===== config.mk =====
export PLATFORM = sky130hd
export DESIGN_NAME = per_source_token_bucket_policer_unit
export DESIGN_NICKNAME = d
export VERILOG_FILES = /design/src/rtl/pstbp_pkg.sv /design/src/rtl/per_source_token_bucket_policer_unit.sv /design/src/rtl/pstbp_ctrl.sv /design/src/rtl/pstbp_dp.sv
export SDC_FILE = /design/constraint.sdc
export NUM_CORES = 2
export LEC_CHECK = 0
export BUFFER_PORTS_ARGS = -buffer_cell sky130_fd_sc_hd__buf_2
export CORE_MARGIN = 4
export CORE_UTILIZATION = 37
export DETAILED_ROUTE_END_ITERATION = 6
export GPL_ROUTABILITY_DRIVEN = 0
export GPL_TIMING_DRIVEN = 0
export HOLD_SLACK_MARGIN = 0.1
export SETUP_SLACK_MARGIN = 0.15
export SYNTH_ARGS = -nofsm -noshare
export SYNTH_HDL_FRONTEND = slang
export SYNTH_SLANG_ARGS = --single-unit

===== constraint.sdc =====
create_clock -name clk -period 10.7 [get_ports clk]
set_input_delay 0.535 -clock clk [delete_from_list [all_inputs] [get_ports clk]]
set_output_delay 0.535 -clock clk [all_outputs]
set_load 0.02 [all_outputs]

===== src/rtl/pstbp_pkg.sv =====
`timescale 1ns / 1ps
`default_nettype none
// ----------------------------------------------------------------------------
// pstbp_pkg: shared types and constants
// field widths, defaults, divider sizing and the controller/datapath bundles
// ----------------------------------------------------------------------------
package pstbp_pkg;

  localparam int RATE_W  = 37;
  localparam int BURST_W = 32;
  localparam int TIME_W  = 64;
  localparam int LEN_W   = 16;
  localparam int KEY_W   = 32;
  localparam int ETYPE_W = 16;

  localparam int CFG_IDX_W = 1;
  localparam logic [CFG_IDX_W-1:0] REG_RATE  = 1'b0;
  localparam logic [CFG_IDX_W-1:0] REG_BURST = 1'b1;

  localparam logic [ETYPE_W-1:0] IPV4_TYPE     = 16'h0800;
  localparam logic [RATE_W-1:0]  DEFAULT_RATE  = 37'd200000000;
  localparam logic [BURST_W-1:0] DEFAULT_BURST = 32'd1250000;

  // elapsed time is capped at one second, which fits 30 bits
  localparam int DELTA_W = 30;
  localparam logic [DELTA_W-1:0] NS_PER_SEC = 30'd1000000000;

  // rate/8 is 34 bits, split into two 17 bit halves for the multiplier
  localparam int RATE8_W = RATE_W - 3;
  localparam int HALF_W  = RATE8_W / 2;
  localparam int PART_W  = HALF_W + DELTA_W;
  localparam int PROD_W  = 64;

  // quotient < 2^36, so the top 28 product bits form the first remainder
  localparam int Q_W        = 36;
  localparam int DIV_BITS   = 4;
  localparam int DIV_STEPS  = Q_W / DIV_BITS;
  localparam int DIV_CNT_W  = 4;
  localparam int REM_W      = DELTA_W;

  typedef struct packed {
    logic capture;
    logic look;
    logic upd;
    logic load;
    logic cap;
    logic mlo;
    logic mhi;
    logic sum;
    logic div_step;
    logic add;
    logic fin;
    logic out_load;
  } pstbp_cmd_t;

  typedef struct packed {
    logic bypass;
  } pstbp_stat_t;

endpackage
`default_nettype wire


===== src/rtl/per_source_token_bucket_policer_unit.sv =====
`timescale 1ns / 1ps
`default_nettype none
// a table word goes through lookup, bucket read, elapsed time, multiply, divide, update and output;
//   the divide by 1e9 makes 4 bits/cycle, and the input is stalled from accept until the verdict
//   is loaded into the output register, so a new word is taken only after the last one is loaded
// bypassed (non-ipv4 or truncated) words skip the table and go from accept straight to output
// reset: synchronous, active low; clears valid bits, lru ages to index order,
//   config registers, sequencer and out_valid; no clearing pass is needed
// ----------------------------------------------------------------------------
// per_source_token_bucket_policer_unit: per source address token bucket policer
// fully associative lru table of buckets, refilled from elapsed time at rate/8
// ----------------------------------------------------------------------------
module per_source_token_bucket_policer_unit #(
  parameter int TABLE_ENTRIES = 16
) (
  input  wire                               clk,
  input  wire                               rst_n,
  // configuration writes
  input  wire                               cfg_we,
  input  wire  [pstbp_pkg::CFG_IDX_W-1:0]   cfg_index,
  input  wire  [pstbp_pkg::RATE_W-1:0]      cfg_wdata,
  // packet descriptor word
  input  wire                               in_valid,
  output logic                              in_stall,
  input  wire  [pstbp_pkg::ETYPE_W-1:0]     in_ether_type,
  input  wire                               in_headers_present,
  input  wire  [pstbp_pkg::KEY_W-1:0]       in_source_addr,
  input  wire  [pstbp_pkg::LEN_W-1:0]       in_packet_bytes,
  input  wire  [pstbp_pkg::TIME_W-1:0]      in_now_ns,
  // verdict word
  output logic                              out_valid,
  input  wire                               out_stall,
  output logic                              out_verdict,
  output logic                              out_new_flow,
  output logic [pstbp_pkg::BURST_W-1:0]     out_tokens_left
);

  // sequencer to datapath commands, datapath bypass status back
  pstbp_pkg::pstbp_cmd_t  cmd;
  pstbp_pkg::pstbp_stat_t stat;

  // the sequencer owns the handshakes; the output register in the datapath
  // lets a new word be taken while the previous verdict is still stalled
  pstbp_ctrl u_ctrl (
    .clk       (clk),
    .rst_n     (rst_n),
    .in_valid  (in_valid),
    .in_stall  (in_stall),
    .out_valid (out_valid),
    .out_stall (out_stall),
    .stat      (stat),
    .cmd       (cmd)
  );

  // key cam, lru ages, bucket memory and refill arithmetic
  pstbp_dp #(
    .TABLE_ENTRIES (TABLE_ENTRIES)
  ) u_dp (
    .clk                (clk),
    .rst_n              (rst_n),
    .cmd                (cmd),
    .stat               (stat),
    .cfg_we             (cfg_we),
    .cfg_index          (cfg_index),
    .cfg_wdata          (cfg_wdata),
    .in_ether_type      (in_ether_type),
    .in_headers_present (in_headers_present),
    .in_source_addr     (in_source_addr),
    .in_packet_bytes    (in_packet_bytes),
    .in_now_ns          (in_now_ns),
    .out_verdict        (out_verdict),
    .out_new_flow       (out_new_flow),
    .out_tokens_left    (out_tokens_left)
  );

endmodule
`default_nettype wire


===== src/rtl/pstbp_ctrl.sv =====
`timescale 1ns / 1ps
`default_nettype none
// ----------------------------------------------------------------------------
// pstbp_ctrl: policer sequencer
// steps one packet word through lookup, refill arithmetic and output
// ----------------------------------------------------------------------------
module pstbp_ctrl (
  input  wire                 clk,
  input  wire                 rst_n,
  input  wire                 in_valid,
  output logic                in_stall,
  output logic                out_valid,
  input  wire                 out_stall,
  input  pstbp_pkg::pstbp_stat_t stat,
  output pstbp_pkg::pstbp_cmd_t   cmd
);

  localparam logic [3:0] S_IDLE = 4'd0;
  localparam logic [3:0] S_LOOK = 4'd1;
  localparam logic [3:0] S_UPD  = 4'd2;
  localparam logic [3:0] S_LOAD = 4'd3;
  localparam logic [3:0] S_CAP  = 4'd4;
  localparam logic [3:0] S_MLO  = 4'd5;
  localparam logic [3:0] S_MHI  = 4'd6;
  localparam logic [3:0] S_SUM  = 4'd7;
  localparam logic [3:0] S_DIV  = 4'd8;
  localparam logic [3:0] S_ADD  = 4'd9;
  localparam logic [3:0] S_FIN  = 4'd10;
  localparam logic [3:0] S_OUT  = 4'd11;

  localparam logic [pstbp_pkg::DIV_CNT_W-1:0] DIV_LAST =
    pstbp_pkg::DIV_CNT_W'(pstbp_pkg::DIV_STEPS - 1);

  logic [3:0] state_r, state_nxt;
  logic [pstbp_pkg::DIV_CNT_W-1:0] cnt_r, cnt_nxt;
  logic out_valid_r, out_valid_nxt;
  logic accept;

  assign in_stall  = (state_r != S_IDLE);
  assign accept    = in_valid && !in_stall;
  assign out_valid = out_valid_r;

  always_comb begin
    state_nxt = state_r;
    cnt_nxt   = cnt_r;
    cmd       = '0;
    unique case (state_r)
      S_IDLE: begin
        if (accept) begin
          cmd.capture = 1'b1;
          state_nxt   = stat.bypass ? S_OUT : S_LOOK;
        end
      end
      S_LOOK: begin cmd.look = 1'b1; state_nxt = S_UPD; end
      S_UPD:  begin cmd.upd  = 1'b1; state_nxt = S_LOAD; end
      S_LOAD: begin cmd.load = 1'b1; state_nxt = S_CAP; end
      S_CAP:  begin cmd.cap  = 1'b1; state_nxt = S_MLO; end
      S_MLO:  begin cmd.mlo  = 1'b1; state_nxt = S_MHI; end
      S_MHI:  begin cmd.mhi  = 1'b1; state_nxt = S_SUM; end
      S_SUM: begin
        cmd.sum   = 1'b1;
        cnt_nxt   = '0;
        state_nxt = S_DIV;
      end
      S_DIV: begin
        cmd.div_step = 1'b1;
        cnt_nxt      = cnt_r + 1'b1;
        if (cnt_r == DIV_LAST) begin
          state_nxt = S_ADD;
        end
      end
      S_ADD:  begin cmd.add = 1'b1; state_nxt = S_FIN; end
      S_FIN:  begin cmd.fin = 1'b1; state_nxt = S_OUT; end
      S_OUT: begin
        if (!out_valid_r || !out_stall) begin
          cmd.out_load = 1'b1;
          state_nxt    = S_IDLE;
        end
      end
      default: state_nxt = S_IDLE;
    endcase
  end

  always_comb begin
    out_valid_nxt = out_valid_r;
    if (cmd.out_load) begin
      out_valid_nxt = 1'b1;
    end else if (!out_stall) begin
      out_valid_nxt = 1'b0;
    end
  end

  always_ff @(posedge clk) begin
    if (!rst_n) begin
      state_r     <= S_IDLE;
      cnt_r       <= '0;
      out_valid_r <= 1'b0;
    end else begin
      state_r     <= state_nxt;
      cnt_r       <= cnt_nxt;
      out_valid_r <= out_valid_nxt;
    end
  end

  a_div_exit: assert property (@(posedge clk) disable iff (!rst_n)
    (state_r == S_DIV && cnt_r == DIV_LAST) |=> state_r == S_ADD)
    else $error("divider did not finish after its last step");
  a_rise_from_out: assert property (@(posedge clk) disable iff (!rst_n)
    $rose(out_valid_r) |-> $past(state_r) == S_OUT)
    else $error("result shown outside output state");
  a_bypass_path: assert property (@(posedge clk) disable iff (!rst_n)
    (accept && stat.bypass) |=> state_r == S_OUT)
    else $error("bypassed word entered table path");

endmodule
`default_nettype wire


===== src/rtl/pstbp_dp.sv =====
`timescale 1ns / 1ps
`default_nettype none
// ----------------------------------------------------------------------------
// pstbp_dp: policer datapath
// key cam, lru ages, bucket memory, refill multiplier and radix-16 divider
// ----------------------------------------------------------------------------
module pstbp_dp #(
  parameter int TABLE_ENTRIES = 16
) (
  input  wire                                   clk,
  input  wire                                   rst_n,
  input  pstbp_pkg::pstbp_cmd_t                 cmd,
  output pstbp_pkg::pstbp_stat_t                stat,
  input  wire                                   cfg_we,
  input  wire  [pstbp_pkg::CFG_IDX_W-1:0]       cfg_index,
  input  wire  [pstbp_pkg::RATE_W-1:0]          cfg_wdata,
  input  wire  [pstbp_pkg::ETYPE_W-1:0]         in_ether_type,
  input  wire                                   in_headers_present,
  input  wire  [pstbp_pkg::KEY_W-1:0]           in_source_addr,
  input  wire  [pstbp_pkg::LEN_W-1:0]           in_packet_bytes,
  input  wire  [pstbp_pkg::TIME_W-1:0]          in_now_ns,
  output logic                                  out_verdict,
  output logic                                  out_new_flow,
  output logic [pstbp_pkg::BURST_W-1:0]         out_tokens_left
);

  localparam int IDX_W  = $clog2(TABLE_ENTRIES);
  localparam int WORD_W = pstbp_pkg::BURST_W + pstbp_pkg::TIME_W;
  localparam logic [IDX_W-1:0] AGE_OLDEST = IDX_W'(TABLE_ENTRIES - 1);

  // configuration
  logic [pstbp_pkg::RATE_W-1:0]  rate_cfg_r;
  logic [pstbp_pkg::BURST_W-1:0] burst_cfg_r;
  logic [pstbp_pkg::RATE_W-1:0]  rate_eff;
  logic [pstbp_pkg::BURST_W-1:0] burst_eff;
  logic [pstbp_pkg::RATE8_W-1:0] rate8;

  always_ff @(posedge clk) begin
    if (!rst_n) begin
      rate_cfg_r  <= '0;
      burst_cfg_r <= '0;
    end else if (cfg_we) begin
      unique case (cfg_index)
        pstbp_pkg::REG_RATE:  rate_cfg_r  <= cfg_wdata;
        pstbp_pkg::REG_BURST: burst_cfg_r <= cfg_wdata[pstbp_pkg::BURST_W-1:0];
        default: ;
      endcase
    end
  end

  assign rate_eff  = (rate_cfg_r == '0) ? pstbp_pkg::DEFAULT_RATE : rate_cfg_r;
  assign burst_eff = (burst_cfg_r == '0) ? pstbp_pkg::DEFAULT_BURST : burst_cfg_r;
  assign rate8     = rate_eff[pstbp_pkg::RATE_W-1:3];

  assign stat.bypass = !in_headers_present || (in_ether_type != pstbp_pkg::IPV4_TYPE);

  // captured word
  logic [pstbp_pkg::KEY_W-1:0]  key_r;
  logic [pstbp_pkg::LEN_W-1:0]  len_r;
  logic [pstbp_pkg::TIME_W-1:0] now_r;

  always_ff @(posedge clk) begin
    if (cmd.capture) begin
      key_r <= in_source_addr;
      len_r <= in_packet_bytes;
      now_r <= in_now_ns;
    end
  end

  // lookup: cam compare and lru victim
  logic [pstbp_pkg::KEY_W-1:0] ekey_r [TABLE_ENTRIES];
  logic [TABLE_ENTRIES-1:0]    evalid_r;
  logic [IDX_W-1:0]            age_r [TABLE_ENTRIES];
  logic [TABLE_ENTRIES-1:0]    hit_vec, victim_vec;
  logic [TABLE_ENTRIES-1:0]    sel_vec_r;
  logic [IDX_W-1:0]            slot_r, slot_enc, sel_age;
  logic                        miss_r;

  always_comb begin
    slot_enc = '0;
    sel_age  = '0;
    for (int i = 0; i < TABLE_ENTRIES; i++) begin
      hit_vec[i]    = evalid_r[i] && (ekey_r[i] == key_r);
      victim_vec[i] = (age_r[i] == AGE_OLDEST);
      if (sel_vec_r[i]) begin
        sel_age = sel_age | age_r[i];
      end
    end
    for (int i = 0; i < TABLE_ENTRIES; i++) begin
      if ((|hit_vec) ? hit_vec[i] : victim_vec[i]) begin
        slot_enc = slot_enc | IDX_W'(i);
      end
    end
  end

  always_ff @(posedge clk) begin
    if (cmd.look) begin
      sel_vec_r <= (|hit_vec) ? hit_vec : victim_vec;
      slot_r    <= slot_enc;
      miss_r    <= !(|hit_vec);
    end
  end

  // entry update: most recent gets age zero, younger ones age by one
  always_ff @(posedge clk) begin
    if (!rst_n) begin
      evalid_r <= '0;
      for (int i = 0; i < TABLE_ENTRIES; i++) begin
        age_r[i] <= IDX_W'(i);
      end
    end else if (cmd.upd) begin
      for (int i = 0; i < TABLE_ENTRIES; i++) begin
        if (sel_vec_r[i]) begin
          age_r[i] <= '0;
          if (miss_r) begin
            evalid_r[i] <= 1'b1;
          end
        end else if (age_r[i] < sel_age) begin
          age_r[i] <= age_r[i] + 1'b1;
        end
      end
    end
  end

  always_ff @(posedge clk) begin
    for (int i = 0; i < TABLE_ENTRIES; i++) begin
      if (cmd.upd && sel_vec_r[i] && miss_r) begin
        ekey_r[i] <= key_r;
      end
    end
  end

  // bucket memory: tokens and last time
  logic [WORD_W-1:0] mem [TABLE_ENTRIES];
  logic [WORD_W-1:0] rd_r;
  logic [pstbp_pkg::BURST_W-1:0] tok_fin;

  always_ff @(posedge clk) begin
    if (cmd.upd) begin
      rd_r <= mem[slot_r];
    end
  end

  always_ff @(posedge clk) begin
    if (cmd.fin) begin
      mem[slot_r] <= {tok_fin, now_r};
    end
  end

  // elapsed time
  logic [pstbp_pkg::BURST_W-1:0] tok_r;
  logic [pstbp_pkg::TIME_W-1:0]  draw_r;
  logic [pstbp_pkg::DELTA_W-1:0] delta_r;
  logic [pstbp_pkg::TIME_W-1:0]  last_sel;

  assign last_sel = miss_r ? now_r : rd_r[pstbp_pkg::TIME_W-1:0];

  always_ff @(posedge clk) begin
    if (cmd.load) begin
      tok_r  <= miss_r ? burst_eff : rd_r[WORD_W-1:pstbp_pkg::TIME_W];
      draw_r <= now_r - last_sel;
    end
    if (cmd.cap) begin
      delta_r <= (draw_r > pstbp_pkg::TIME_W'(pstbp_pkg::NS_PER_SEC)) ?
                 pstbp_pkg::NS_PER_SEC : draw_r[pstbp_pkg::DELTA_W-1:0];
    end
  end

  // refill product over two multiplier passes
  logic [pstbp_pkg::HALF_W-1:0] mul_a;
  logic [pstbp_pkg::PART_W-1:0] mul_p, plo_r, phi_r;
  logic [pstbp_pkg::PROD_W-1:0] prod;

  assign mul_a = cmd.mhi ? rate8[pstbp_pkg::RATE8_W-1:pstbp_pkg::HALF_W]
                         : rate8[pstbp_pkg::HALF_W-1:0];
  assign mul_p = pstbp_pkg::PART_W'(mul_a) * pstbp_pkg::PART_W'(delta_r);
  assign prod  = {phi_r[pstbp_pkg::PROD_W-pstbp_pkg::HALF_W-1:0],
                  {pstbp_pkg::HALF_W{1'b0}}} + pstbp_pkg::PROD_W'(plo_r);

  always_ff @(posedge clk) begin
    if (cmd.mlo) begin
      plo_r <= mul_p;
    end
    if (cmd.mhi) begin
      phi_r <= mul_p;
    end
  end

  // divide by one second, four quotient bits a cycle
  logic [pstbp_pkg::REM_W-1:0] rem_r, rem_nxt;
  logic [pstbp_pkg::Q_W-1:0]   dvd_r, dvd_nxt, quo_r, quo_nxt;
  logic [pstbp_pkg::REM_W:0]   trial;

  always_comb begin
    rem_nxt = rem_r;
    dvd_nxt = dvd_r;
    quo_nxt = quo_r;
    trial   = '0;
    for (int j = 0; j < pstbp_pkg::DIV_BITS; j++) begin
      trial   = {rem_nxt, dvd_nxt[pstbp_pkg::Q_W-1]};
      dvd_nxt = {dvd_nxt[pstbp_pkg::Q_W-2:0], 1'b0};
      if (trial >= {1'b0, pstbp_pkg::NS_PER_SEC}) begin
        trial   = trial - {1'b0, pstbp_pkg::NS_PER_SEC};
        quo_nxt = {quo_nxt[pstbp_pkg::Q_W-2:0], 1'b1};
      end else begin
        quo_nxt = {quo_nxt[pstbp_pkg::Q_W-2:0], 1'b0};
      end
      rem_nxt = trial[pstbp_pkg::REM_W-1:0];
    end
  end

  always_ff @(posedge clk) begin
    if (cmd.sum) begin
      rem_r <= pstbp_pkg::REM_W'(prod[pstbp_pkg::PROD_W-1:pstbp_pkg::Q_W]);
      dvd_r <= prod[pstbp_pkg::Q_W-1:0];
      quo_r <= '0;
    end else if (cmd.div_step) begin
      rem_r <= rem_nxt;
      dvd_r <= dvd_nxt;
      quo_r <= quo_nxt;
    end
  end

  // add refill, clamp, charge the packet
  logic [pstbp_pkg::Q_W:0]       tok_sum;
  logic [pstbp_pkg::BURST_W-1:0] tok_c_r;
  logic                          short_fin;
  logic                          res_verdict_r, res_new_r;
  logic [pstbp_pkg::BURST_W-1:0] res_tok_r;

  assign tok_sum   = (pstbp_pkg::Q_W+1)'(tok_r) + (pstbp_pkg::Q_W+1)'(quo_r);
  assign short_fin = tok_c_r < pstbp_pkg::BURST_W'(len_r);
  assign tok_fin   = short_fin ? tok_c_r : tok_c_r - pstbp_pkg::BURST_W'(len_r);

  always_ff @(posedge clk) begin
    if (cmd.add) begin
      tok_c_r <= (tok_sum > (pstbp_pkg::Q_W+1)'(burst_eff)) ? burst_eff
                 : tok_sum[pstbp_pkg::BURST_W-1:0];
    end
    if (cmd.capture) begin
      res_verdict_r <= 1'b0;
      res_new_r     <= 1'b0;
      res_tok_r     <= '0;
    end else if (cmd.fin) begin
      res_verdict_r <= short_fin;
      res_new_r     <= miss_r;
      res_tok_r     <= tok_fin;
    end
    if (cmd.out_load) begin
      out_verdict     <= res_verdict_r;
      out_new_flow    <= res_new_r;
      out_tokens_left <= res_tok_r;
    end
  end

  a_sel_onehot: assert property (@(posedge clk) disable iff (!rst_n)
    cmd.upd |-> $onehot(sel_vec_r))
    else $error("lookup selected no entry or several");
  a_victim_unique: assert property (@(posedge clk) disable iff (!rst_n)
    cmd.look |-> $onehot(victim_vec))
    else $error("lru ages are not a permutation");
  a_delta_capped: assert property (@(posedge clk) disable iff (!rst_n)
    cmd.mlo |-> delta_r <= pstbp_pkg::NS_PER_SEC)
    else $error("elapsed time above one second");

endmodule
`default_nettype wire


==> run_results.csv <==
group,metric,value,unit
clocking,total_cts_buffers,304,
timing,rsz0062_at_grt,"false",
timing,maximum_clock_frequency,101,MHz
power,total_leakage_power,55.5,nW
setup_path,critical_path.max_stage_delay,0.51,ns
yosys,netlist.area_leader.share,58.9,%
setup_path,worstPathBufferInverterCount,11,
routing,wl,380,mm
yosys,synth_enable_flop_cells,2691,
final_layout,finalNonFillerCells,15189,
setup_path,setup.worst_path.end_class,"register",
floorplan,io-pin-count,208,
yosys,top_flip_flop_cell_by_instance_count_after_synthesis,"edfxtp_1",
clocking,cts_tree,"done",
clocking,clockBufferDepth,4,
final_layout,num-nets-final,10942,
yosys,asyncSetResetFlopFracSynth,0,%
global_routing,antenna_violations_before_repair,20,
routing,detail_route.vias_per_cell,5.36,
final_layout,fillerInstances,32681,
timing,finalCritPeriodShare,92.7,%
routing,dr_total_vias,81402,
setup_path,worst_path_max_delay_cell,"edfxtp_1",
setup_path,regToRegSetupSlack,0.78,ns
floorplan,chipHeight,617,um
setup_path,crit_arrival,10.50,ns
routing,drt-pass1-iter-count,7,
clocking,cts.root.buffer_cell,"clkbuf_16",
floorplan,fp.dieArea,380000,sq um
setup_path,worst_setup_path_endpoint,"u_dp.rem_r[26]",
placed_design,post-dp-hpwl,267,mm
timing,slew_headroom,1.66,%
timing,fin_skew,0.0737,ns
setup_path,worst-path-max-fanout,10,
final_layout,area.growth.synth_to_final,15.6,%
placed_design,dp_cells,14477,
yosys,postSynthNetCount,10112,
final_layout,layout_cell_share_with_drive_strength_beyond_1,14.7,%
floorplan,core-area,369000,sq um
global_routing,global_route_wire_length_before_repair,557,mm
yosys,syn-instance-count,9154,
setup_path,critPathRequiredTime,11.28,ns
setup_path,critical_path_depth,40,
yosys,synthesis.area_per_instance,15.0,sq um
timing,hold_violations,0,
placed_design,port-buffer-count,207,
setup_path,worst_path_dominant_cell_family,"compound AO/OA/AOI/OAI gates",
timing,worst_margin_pin_slew,1.48,ns
global_routing,grtUsageTotal,19.6,%
timing,min_period,9.92,ns
run,max_cap_violations,0,
setup_path,worst-r2r-cell-count,40,
yosys,synth.yosys.warnings,0,
setup_path,crit_type,"reg2reg",
clocking,cts-htree-levels,5,
global_routing,grt_pass1_vias,83735,
routing,detail-route-antenna-nets,0,
floorplan,num_rows,223,
timing,fin_worst_hold_slack,0.224,ns
routing,detail_route.wl_per_cell,25.0,um
clocking,clk_pin_slew_worst_paths,0.06,ns
floorplan,start_util,37.1,%
routing,drt-initial-drc-count,8306,
yosys,synthesis.area,137000,sq um
setup_path,r2r_end,"u_dp.rem_r[26]",
clocking,worst_skew_pair.late_latency,0.90,ns
yosys,ys_seq_elements,2857,
yosys,synth.area.top_cells,"edfxtp_1, mux4_2, fa_1, xnor2_1, ha_1",
timing,maxSlewViolCount,0,
global_routing,grt_start_max_net_pins,65,
global_routing,global_route.overflow_total,0,
power,p_per_area,265,nW/um^2
timing,setup_viol,0,
final_layout,final_design_area_no_fill,159000,sq um
yosys,synth_sequential_area_ratio,61.4,%
clocking,clock_sink_count,2857,
setup_path,r2r-start,"u_dp.rem_r[8]",
placed_design,placed_area,147000,sq um
yosys,post-synth-top-area-cell,"edfxtp_1",
floorplan,dieWidth,617,um
setup_path,critical_path_startpoint_category,"register",
setup_path,path_common_cell,"nor2_1",
routing,drt_drc_violations_left,0,
setup_path,cp-startpoint,"u_dp.rem_r[8]",
outcome,status,"finished, final reports clean",
power,max-vdd-ir-drop,0.303,mV
worst_hold_path,holdCritPathClass,"in2reg",
yosys,ys_types,110,
cell type report:
class | count | area [sq um] | area share, %
plain buffers | 403 | 1610 | 1.02
multi-input cells | 5246 | 49400 | 31.2
clock inverters | 161 | 1460 | 0.923
diodes | 4 | 10.0 | 0.00631
well taps | 4950 | 6190 | 3.91
flip-flops and latches | 2857 | 84100 | 53.1
repair buffers | 524 | 5110 | 3.23
clock buffers | 396 | 8200 | 5.17
inverters | 648 | 2430 | 1.54
sequential cells by signal, summed over array words and instances, names as in the netlist, 36 cells and up:
name,count
u_dp.mem,1536
u_dp.ekey_r,512
u_dp.rd_r,96
u_dp.age_r,64
u_dp.draw_r,64
u_dp.now_r,64
u_dp.phi_r,47
u_dp.plo_r,47
u_dp.rate_cfg_r,37
u_dp.dvd_r,36
u_dp.quo_r,36
metrics by stage:
step / power, W / setup TNS (ns) / util [%] / worst slack [ns]
final: 0.0420 / 0 / 43.0 / 0.783
after CTS: 0.0421 / 0 / 42.9 / 0.199
after global routing: 0.0442 / 0 / 43.0 / 0.170
after floorplan: 0.0266 / 0 / - / 1.36
after global placement: 0.0313 / -6679.39 / 39.1 / -9.61
after detailed placement: 0.0317 / 0 / 39.9 / 0.0276
worst min-delay path by stage:
| stage | from | end | slack, ns | cells past startpoint |
|---|---|---|---|---|
| final | cfg_index | u_dp.burst_cfg_r[0] | 0.22 | 4 |
| after global routing | cfg_we | u_dp.burst_cfg_r[0] | 0.20 | 4 |
| after CTS | cfg_we | u_dp.burst_cfg_r[0] | 0.16 | 4 |
| after detailed placement | u_dp.res_tok_r[26] | u_dp.out_tokens_left[26] | 0.42 | 0 |
| after global placement | u_dp.res_tok_r[4] | u_dp.out_tokens_left[4] | 0.41 | 0 |
| after floorplan | u_dp.res_tok_r[20] | u_dp.out_tokens_left[20] | 0.40 | 0 |
report_power, final:
group	switching (W)	internal (W)	leakage, nW
clock	0.00442	0.00586	4.72
combinational	0.00958	0.00633	25.1
sequential	0.00117	0.0147	25.7
total	0.0152	0.0268	55.5
cells in the mapped netlist, drive strengths merged (66+ instances only):
| library cell | number |
|---|---|
| a21boi | 98 |
| a21o | 66 |
| a21oi | 211 |
| and2 | 188 |
| buf | 90 |
| clkbuf | 313 |
| dfxtp | 166 |
| edfxtp | 2691 |
| fa | 423 |
| ha | 363 |
| inv | 646 |
| mux2i | 83 |
| mux4 | 480 |
| nand2 | 825 |
| nand2b | 67 |
| nand3 | 114 |
| nand4 | 171 |
| nor2 | 322 |
| nor3 | 80 |
| nor4 | 85 |
| o21a | 83 |
| o21ai | 193 |
| xnor2 | 648 |
| xor2 | 158 |
timing repair:
action                     4_1_cts  5_1_grt
buffers inserted                 0        0
resized for setup                2       28
hold buffers                   151        0
setup endpoints to repair        8       15
hold endpoints to repair       194        0
layer usage:
metal,vias up,wire [um],GRT usage [%]
li1,35457,-,-
met1,42041,153000,25.9
met2,3258,188000,33.4
met3,646,25400,2.45
met4,0,13800,6.41
met5,-,0,0
layout by cell type (no fill, tap or decap), drive strengths merged, types with 66 or more instances in the layout:
master	netlist	layout
buf	90	465
ha	363	363
o21a	83	83
nand2b	67	67
mux2i	83	83
nor4	85	85
dfxtp	166	166
and2	188	188
xor2	158	158
nand3	114	114
edfxtp	2691	2691
clkbuf	313	707
fa	423	423
mux4	480	480
a21o	66	66
o21ai	193	193
a21oi	211	211
xnor2	648	648
a21boi	98	98
nor2	322	322
dlygate4sd3	0	151
nand4	171	171
inv	646	661
nand2	825	825
nor3	80	80
clkinv	2	127
kinds of logic after synthesis:
group	after synthesis	synth area share, %
DFF	2857	61.4
muxes	619	8.95
and+or+nand+nor	2057	7.24
xor gates and xnor gates	806	5.16
buffers and inverters	1051	2.93
AOI/OAI and AO/OA	978	4.88
adders and majority gates	786	9.49
worst register-to-register path: cells and delay by family, from the launching register on:
| kind | cells | cell delay, ns |
|---|---|---|
| compound gates | 12 | 3.02 |
| buf+inv | 11 | 2.12 |
| simple gates | 8 | 1.39 |
| fa+ha+maj | 3 | 0.97 |
| xor+xnor | 3 | 0.83 |
| mux | 3 | 0.81 |
| flops | 1 | 0.51 |
No activity file was read; power rests on OpenSTA's default activity.
